File: src/rtl/wsd_pkg.sv
// ----------------------------------------------------------------------------
// wsd_pkg
// Shared result codes of the websocket frame deframer.
// ----------------------------------------------------------------------------
package wsd_pkg;

	typedef logic [2:0] kind_t;

	// result kinds
	localparam kind_t KIND_DATA       = 3'd0;
	localparam kind_t KIND_EMPTY_END  = 3'd1;
	localparam kind_t KIND_PING       = 3'd2;
	localparam kind_t KIND_CLOSE      = 3'd3;
	localparam kind_t KIND_BAD_OPCODE = 3'd4;
	localparam kind_t KIND_TOO_LONG   = 3'd5;

	// frame opcodes
	localparam logic [3:0] OP_CONT   = 4'h0;
	localparam logic [3:0] OP_TEXT   = 4'h1;
	localparam logic [3:0] OP_BINARY = 4'h2;
	localparam logic [3:0] OP_CLOSE  = 4'h8;
	localparam logic [3:0] OP_PING   = 4'h9;

	// 7-bit length codes that select an extended length
	localparam logic [6:0] LEN7_EXT16 = 7'd126;
	localparam logic [6:0] LEN7_EXT64 = 7'd127;

	localparam int unsigned MAX_LEN_W = 31;
	localparam logic [MAX_LEN_W-1:0] MAX_LEN_RESET = 31'h7fff_ffff;

endpackage

File: src/rtl/websocket_frame_deframer_core.sv
// ----------------------------------------------------------------------------
// websocket_frame_deframer_core
// Receive-side websocket frame parser, one byte per request.
// ----------------------------------------------------------------------------
// Takes one received byte per cycle while results are taken and returns at
// most one result per byte. A byte sits in the input register, is parsed
// there against the frame state, and its result (if any) lands in the output
// register; the block sustains one byte per clock for as long as the output
// side keeps taking results. The per-byte state update (a 64-bit length
// shift, decrement and limit compare) lies between the two registers. Data
// payload bytes come out unmasked; empty FIN data frames, pings and closes
// give one event each. A bad opcode or a length above the max_len_q limit
// gives an error result, after which every byte is taken and dropped until
// reset. The limit is written through cfg_wr_en / cfg_wr_data; the user is
// to write it only while the block is idle, which the block does not enforce.

module websocket_frame_deframer_core (
	input  logic        clk,
	input  logic        arst_n,
	// configuration
	input  logic        cfg_wr_en,
	input  logic [30:0] cfg_wr_data,
	// byte stream in
	input  logic        in_valid,
	output logic        in_ready,
	input  logic [7:0]  rx_byte,
	// results out
	output logic        out_valid,
	input  logic        out_ready,
	output logic [2:0]  kind,
	output logic [7:0]  data_byte,
	output logic        end_of_message
);

	localparam logic [2:0] PH_HDR0    = 3'd0;
	localparam logic [2:0] PH_HDR1    = 3'd1;
	localparam logic [2:0] PH_EXT     = 3'd2;
	localparam logic [2:0] PH_MASK    = 3'd3;
	localparam logic [2:0] PH_PAYLOAD = 3'd4;
	localparam logic [2:0] PH_HALT    = 3'd5;

	function automatic logic op_is_data(input logic [3:0] op);
		return op <= wsd_pkg::OP_BINARY;
	endfunction

	function automatic logic op_supported(input logic [3:0] op);
		return (op <= wsd_pkg::OP_BINARY) || (op == wsd_pkg::OP_CLOSE)
			|| (op == wsd_pkg::OP_PING);
	endfunction

	// configuration
	logic [30:0] max_len_q;

	// input stage
	logic       valid_s1;
	logic [7:0] byte_s1;

	// frame state
	logic [2:0]  phase_q, phase_d;
	logic [7:0]  hdr_first_q, hdr_first_d;
	logic        masked_q, masked_d;
	logic [3:0]  ext_left_q, ext_left_d;
	logic [63:0] accum_q, accum_d;
	logic [31:0] mask_key_q, mask_key_d;
	logic [1:0]  mask_pos_q, mask_pos_d;
	logic [63:0] pay_left_q, pay_left_d;

	// output register
	logic              out_valid_q;
	wsd_pkg::kind_t    kind_q;
	logic [7:0]        data_q;
	logic              eom_q;

	// parse result
	logic           res_valid;
	wsd_pkg::kind_t res_kind;
	logic [7:0]     res_data;
	logic           res_eom;

	logic       fire;
	logic       len_done;
	logic       hdr_done;
	logic       too_long;
	logic       last_byte;
	logic [7:0] key_byte;
	logic [3:0] op;

	assign fire     = valid_s1 && (!out_valid_q || out_ready);
	assign in_ready = !valid_s1 || fire;

	assign op        = hdr_first_q[3:0];
	assign last_byte = (pay_left_q == 64'd1);

	always_comb begin
		unique case (mask_pos_q)
			2'd0:    key_byte = mask_key_q[31:24];
			2'd1:    key_byte = mask_key_q[23:16];
			2'd2:    key_byte = mask_key_q[15:8];
			default: key_byte = mask_key_q[7:0];
		endcase
	end

	always_comb begin
		phase_d     = phase_q;
		hdr_first_d = hdr_first_q;
		masked_d    = masked_q;
		ext_left_d  = ext_left_q;
		accum_d     = accum_q;
		mask_key_d  = mask_key_q;
		mask_pos_d  = mask_pos_q;
		pay_left_d  = pay_left_q;
		res_valid   = 1'b0;
		res_kind    = wsd_pkg::KIND_DATA;
		res_data    = 8'd0;
		res_eom     = 1'b0;
		len_done    = 1'b0;
		hdr_done    = 1'b0;
		too_long    = 1'b0;

		unique case (phase_q)
			PH_HDR0: begin
				hdr_first_d = byte_s1;
				phase_d     = PH_HDR1;
			end
			PH_HDR1: begin
				masked_d   = byte_s1[7];
				mask_key_d = 32'd0;
				mask_pos_d = 2'd0;
				if (byte_s1[6:0] == wsd_pkg::LEN7_EXT16
						|| byte_s1[6:0] == wsd_pkg::LEN7_EXT64) begin
					ext_left_d = (byte_s1[6:0] == wsd_pkg::LEN7_EXT16) ? 4'd2 : 4'd8;
					accum_d    = 64'd0;
					phase_d    = PH_EXT;
				end else begin
					accum_d  = {57'd0, byte_s1[6:0]};
					len_done = 1'b1;
				end
			end
			PH_EXT: begin
				accum_d    = {accum_q[55:0], byte_s1};
				ext_left_d = ext_left_q - 4'd1;
				len_done   = (ext_left_d == 4'd0);
			end
			PH_MASK: begin
				mask_key_d = {mask_key_q[23:0], byte_s1};
				ext_left_d = ext_left_q - 4'd1;
				hdr_done   = (ext_left_d == 4'd0);
			end
			PH_PAYLOAD: begin
				mask_pos_d = mask_pos_q + 2'd1;
				pay_left_d = pay_left_q - 64'd1;
				if (last_byte) begin
					phase_d = PH_HDR0;
				end
				if (op_is_data(op)) begin
					res_valid = 1'b1;
					res_kind  = wsd_pkg::KIND_DATA;
					res_data  = masked_q ? (byte_s1 ^ key_byte) : byte_s1;
					res_eom   = last_byte && hdr_first_q[7];
				end else if (last_byte) begin
					res_valid = 1'b1;
					res_kind  = (op == wsd_pkg::OP_PING) ? wsd_pkg::KIND_PING
						: wsd_pkg::KIND_CLOSE;
				end
			end
			default: begin
				// halted, unused codes too
			end
		endcase

		// length field complete: opcode and limit checks
		if (len_done) begin
			too_long = (accum_d[63:31] != 33'd0) || (accum_d[30:0] > max_len_q);
			if (!op_supported(op)) begin
				phase_d   = PH_HALT;
				res_valid = 1'b1;
				res_kind  = wsd_pkg::KIND_BAD_OPCODE;
			end else if (too_long) begin
				phase_d   = PH_HALT;
				res_valid = 1'b1;
				res_kind  = wsd_pkg::KIND_TOO_LONG;
			end else if (masked_d) begin
				ext_left_d = 4'd4;
				phase_d    = PH_MASK;
			end else begin
				hdr_done = 1'b1;
			end
		end

		// header complete: payload or zero-length frame event
		if (hdr_done) begin
			pay_left_d = accum_d;
			mask_pos_d = 2'd0;
			if (accum_d != 64'd0) begin
				phase_d = PH_PAYLOAD;
			end else begin
				phase_d = PH_HDR0;
				if (op_is_data(op)) begin
					res_valid = hdr_first_q[7];
					res_kind  = wsd_pkg::KIND_EMPTY_END;
				end else begin
					res_valid = 1'b1;
					res_kind  = (op == wsd_pkg::OP_PING) ? wsd_pkg::KIND_PING
						: wsd_pkg::KIND_CLOSE;
				end
			end
		end
	end

	always_ff @(posedge clk or negedge arst_n) begin
		if (!arst_n) begin
			max_len_q <= wsd_pkg::MAX_LEN_RESET;
		end else if (cfg_wr_en) begin
			max_len_q <= cfg_wr_data;
		end
	end

	always_ff @(posedge clk or negedge arst_n) begin
		if (!arst_n) begin
			valid_s1 <= 1'b0;
		end else if (in_valid && in_ready) begin
			valid_s1 <= 1'b1;
		end else if (fire) begin
			valid_s1 <= 1'b0;
		end
	end

	always_ff @(posedge clk) begin
		if (in_valid && in_ready) begin
			byte_s1 <= rx_byte;
		end
	end

	always_ff @(posedge clk or negedge arst_n) begin
		if (!arst_n) begin
			phase_q     <= PH_HDR0;
			hdr_first_q <= 8'd0;
			masked_q    <= 1'b0;
			ext_left_q  <= 4'd0;
			accum_q     <= 64'd0;
			mask_key_q  <= 32'd0;
			mask_pos_q  <= 2'd0;
			pay_left_q  <= 64'd0;
		end else if (fire) begin
			phase_q     <= phase_d;
			hdr_first_q <= hdr_first_d;
			masked_q    <= masked_d;
			ext_left_q  <= ext_left_d;
			accum_q     <= accum_d;
			mask_key_q  <= mask_key_d;
			mask_pos_q  <= mask_pos_d;
			pay_left_q  <= pay_left_d;
		end
	end

	always_ff @(posedge clk or negedge arst_n) begin
		if (!arst_n) begin
			out_valid_q <= 1'b0;
		end else if (fire) begin
			out_valid_q <= res_valid;
		end else if (out_ready) begin
			out_valid_q <= 1'b0;
		end
	end

	always_ff @(posedge clk) begin
		if (fire && res_valid) begin
			kind_q <= res_kind;
			data_q <= res_data;
			eom_q  <= res_eom;
		end
	end

	assign out_valid      = out_valid_q;
	assign kind           = kind_q;
	assign data_byte      = data_q;
	assign end_of_message = eom_q;

endmodule

File: config.mk
export PLATFORM = sky130hd
export DESIGN_NAME = websocket_frame_deframer_core
export DESIGN_NICKNAME = d
export VERILOG_FILES = /design/src/rtl/wsd_pkg.sv /design/src/rtl/websocket_frame_deframer_core.sv
export SDC_FILE = /design/constraint.sdc
export NUM_CORES = 1
export LEC_CHECK = 0
export BUFFER_PORTS_ARGS = -buffer_cell sky130_fd_sc_hd__buf_2
export CORE_MARGIN = 4
export CORE_UTILIZATION = 45
export DETAILED_ROUTE_END_ITERATION = 12
export GPL_TIMING_DRIVEN = 0
export PLACE_DENSITY_LB_ADDON = 0.3
export SYNTH_ARGS = -nofsm -noshare
export SYNTH_HDL_FRONTEND = slang
export SYNTH_SLANG_ARGS = --single-unit
File: constraint.sdc
create_clock -name clk -period 9.2 [get_ports clk]
set_clock_uncertainty 0.05 [all_clocks]
set_input_delay 1.38 -clock clk [delete_from_list [all_inputs] [get_ports clk]]
set_output_delay 1.38 -clock clk [all_outputs]
set_load 0.1 [all_outputs]
==> impl_metrics.env <==
export IMPL_row_count=62
export IMPL_crit_type="flip-flop to flip-flop"
export IMPL_p_switching_w=0.002082
export IMPL_clock_sinks=228
export IMPL_setup_worst_path_start_class="flip-flop"
export IMPL_globalRouteOverflowTotal=0
export IMPL_grt_max_degree=112
export IMPL_clockRootBuffer="clkbuf_16"
export IMPL_hp_class="flip-flop to flip-flop"
export IMPL_dr_pass1_iters=6
export IMPL_cts_clk_slew_worst_paths_ns=0.06
export IMPL_critPathMostFrequentCell="clkbuf_1"
export IMPL_p_seq_frac=0.346
export IMPL_setup_viol=0
export IMPL_grt_use_total=0.2764
export IMPL_final_core_util=0.5174
export IMPL_combPwrFrac=0.414
export IMPL_synth_yosys_seq_area_share=0.4439
export IMPL_fin_crit_ns=7.068
export IMPL_die_w_um=179.1
export IMPL_postRouteAntennaNets=0
export IMPL_cp_num_cells=17
export IMPL_max_cap_violations=0
export IMPL_seqCellArea_um2=5844
export IMPL_layout_drive_gt1_share=0.1220
export IMPL_p_per_area_nw_per_um2=313.2
export IMPL_critical_path_buf_inv_count=6
export IMPL_num_io_pins=58
export IMPL_cts_tree="done"
export IMPL_final_common_cell="nand2_1"
export IMPL_cts_hold_buf=0
export IMPL_synth_edf_count=20
export IMPL_drc=0
export IMPL_p_clk_frac=0.239
export IMPL_yosys_register_bits=228
export IMPL_core_um2=28780
export IMPL_port_buffer_count=56
export IMPL_syn_num_nets=1582
export IMPL_synthCells=1499
export IMPL_cp_top_family="compound AO/OA/AOI/OAI gates"
export IMPL_finalCritPeriodShare=0.7683
export IMPL_post_cts_resized=0
export IMPL_critPathRequiredTime_ns=9.33
export IMPL_drv_slew=0
export IMPL_place_congestion=0.9773
export IMPL_worst_pin_slew_ns=1.227
export IMPL_antennaDiodeCount=0
export IMPL_hold_depth=2
export IMPL_vias_per_cell=6.307
export IMPL_layout_common_cells="nand2_1 (255), o21ai_0 (180), dfrtp_1 (177)"
export IMPL_grt_setup_unrepaired="no"
export IMPL_start_util=0.4575
export IMPL_fmax_mhz=141.5
export IMPL_cts_made_buffers=27
export IMPL_intPower_w=0.002583
export IMPL_die_area_um2=32060
export IMPL_max_slew_margin=0.1765
export IMPL_fill_cells=2617
export IMPL_clock_path_buffers=3
export IMPL_worstPathMaxFanout=12
export IMPL_worstPathArrival_ns=7.20
export IMPL_timing_final_hold_violations=0
export IMPL_hpwlAfterDp_um=32250
export IMPL_cts_setup_buffers=0
export IMPL_switching_share=0.4463
export IMPL_final_net_count=1668
export IMPL_yosysWarnings=0
export IMPL_dr_total_vias=12551
export IMPL_wl_um=44430
export IMPL_netlist_area_um2=13170
export IMPL_synth_cell_types=81
export IMPL_htree_levels=1
export IMPL_synth_avg_cell_area_um2=8.783
export IMPL_status="completed"
export IMPL_synth_top_flop_cell="dfrtp_1"
export IMPL_p_leak_nw=6.204
export IMPL_crit_slowest_cell="o21ai_1"
export IMPL_wl_per_cell_um=22.33
export IMPL_worstSkewPairLatency_ns=0.57
export IMPL_fp_dieH_um=179.1
export IMPL_synthArstFlopShare=0.9123
export IMPL_grt_pass1_vias=11839
export IMPL_max_vdd_ir_drop_mv=0.2059
export IMPL_area_delta_synth_final_pct=13.10
export IMPL_crit_path_end_kind="flip-flop"
export IMPL_multi_input_area_um2=6595
export IMPL_grt_pass1_wl_um=68750
export IMPL_rr_worst_depth=17
export IMPL_setup_tns_ns=0
export IMPL_path_cells="a21o_1 > buf_6 > clkbuf_1 > buf_1 > clkbuf_1 > a22oi_1 > inv_1 > ha_1 > nand4_1 > nor4_1 > nand2_1 > o211ai_1 > nand4_2 > o21ai_4 > buf_2 > nand3_2 > o21ai_1"
export IMPL_antenna_found_initial=0
export IMPL_drt_iter0_markers=1688
export IMPL_slowest_delay_ns=1.01
[cells in the mapped netlist, drive strengths merged, types with 8 or more instances]
cell     instances  share of area
mux2             9         0.0077
a222oi           8         0.0061
a22oi           58          0.034
nor3b            8         0.0046
a21oi           60          0.023
nor3            38          0.015
nor2           103          0.031
clkbuf          61          0.017
or3             18         0.0097
nand3           25         0.0099
a211oi          12         0.0068
o21a            18          0.010
ha              39          0.037
a2bb2oi          9         0.0060
a32o            14          0.011
buf             37          0.016
a221oi          17          0.012
nor2b            9         0.0045
dfrtp          177           0.34
edfxtp          20          0.046
o22ai            8         0.0038
xor2             8         0.0053
or4             15         0.0091
nand2          255          0.073
inv             77          0.022
nor4            23          0.015
dfstp           31          0.062
o21ai          186          0.072
o22a            15          0.010
a22o            17          0.011
nand4           23          0.011
[worst paths after layout]
path                                      from              to  slack, ns
worst max-delay path                phase_q[1]    data_byte[7]       2.13
worst min-delay path            mask_key_q[24]  mask_key_q[24]       0.44
worst max register to register      phase_q[1]    data_byte[7]       2.13
worst min register to register  mask_key_q[24]  mask_key_q[24]       0.44
max in group asynchronous               arst_n   ext_left_q[0]       7.22
min in group asynchronous               arst_n     accum_q[43]       0.88
[power groups by stage]
stage	Clock (W)	Combinational, W	Sequential [W]
2_1_floorplan	0	0.00124	0.00159
3_3_place_gp	0	0.00184	0.00160
3_5_place_dp	0	0.00188	0.00161
4_1_cts	0.00112	0.00189	0.00160
5_1_grt	0.00117	0.00210	0.00165
6_report	0.00112	0.00193	0.00162
[routing by layer]
metal / vias up / global-route usage / wire, um
met5: - / 0 / 0
met4: 0 / 0.1257 / 2458
met3: 147 / 0.06305 / 4455
met2: 686 / 0.4043 / 18740
met1: 6060 / 0.3908 / 18780
li1: 5658 / - / -
[metrics by stage]
step / total power (W) / setup slack (ns) / std cells / hold slack (ns) / instance area (um^2)
detailed placement: 0.003492 / 2.455 / 1940 / 0.4259 / 13960
finish: 0.004665 / 2.132 / 1990 / 0.4414 / 14890
global route: 0.004918 / 1.897 / 1990 / 0.4625 / 14890
floorplan: 0.002831 / 4.587 / 1499 / 0.4000 / 13170
CTS: 0.004611 / 2.459 / 1990 / 0.4428 / 14890
global placement: 0.003440 / 2.527 / 1939 / 0.4191 / 13930
[kinds of logic after synthesis]
family,after synthesis,synth area share
compound gates,485,0.2466
simple gates,551,0.2012
buf+inv,175,0.05521
xor+xnor,8,0.005322
fa+ha+maj,39,0.03706
flops,228,0.4439
mux,13,0.01074
[flip-flops by register name, indices dropped and copies added (netlist names), 2 cells and up]
signal,flops
data_byte,8
max_len_q,31
ext_left_q,4
mask_pos_q,2
pay_left_q,64
accum_q,64
hdr_first_q,5
mask_key_q,32
phase_q,3
byte_s1,8
kind,3
[final cells by class]
class                   instances  share of cell area
multi-input cells            1096              0.4429
clock inverters                16             0.01176
repair buffers                 57             0.02134
plain buffers                  98             0.02924
inverters                      77             0.01958
well taps                     384             0.03226
clock buffers                  34             0.05050
flip-flops and latches        228              0.3925
[worst reg2reg max path, cell delays in order, from the launching register on]
cell,delay (ns)
dfrtp_1,0.51
a21o_1,0.25
buf_6,0.19
clkbuf_1,0.46
buf_1,0.46
clkbuf_1,0.47
a22oi_1,0.34
inv_1,0.13
ha_1,0.15
nand4_1,0.16
nor4_1,0.54
nand2_1,0.15
o211ai_1,0.51
nand4_2,0.30
o21ai_4,0.43
buf_2,0.39
nand3_2,0.19
o21ai_1,1.01
No activity file was read; power rests on OpenSTA's default activity.
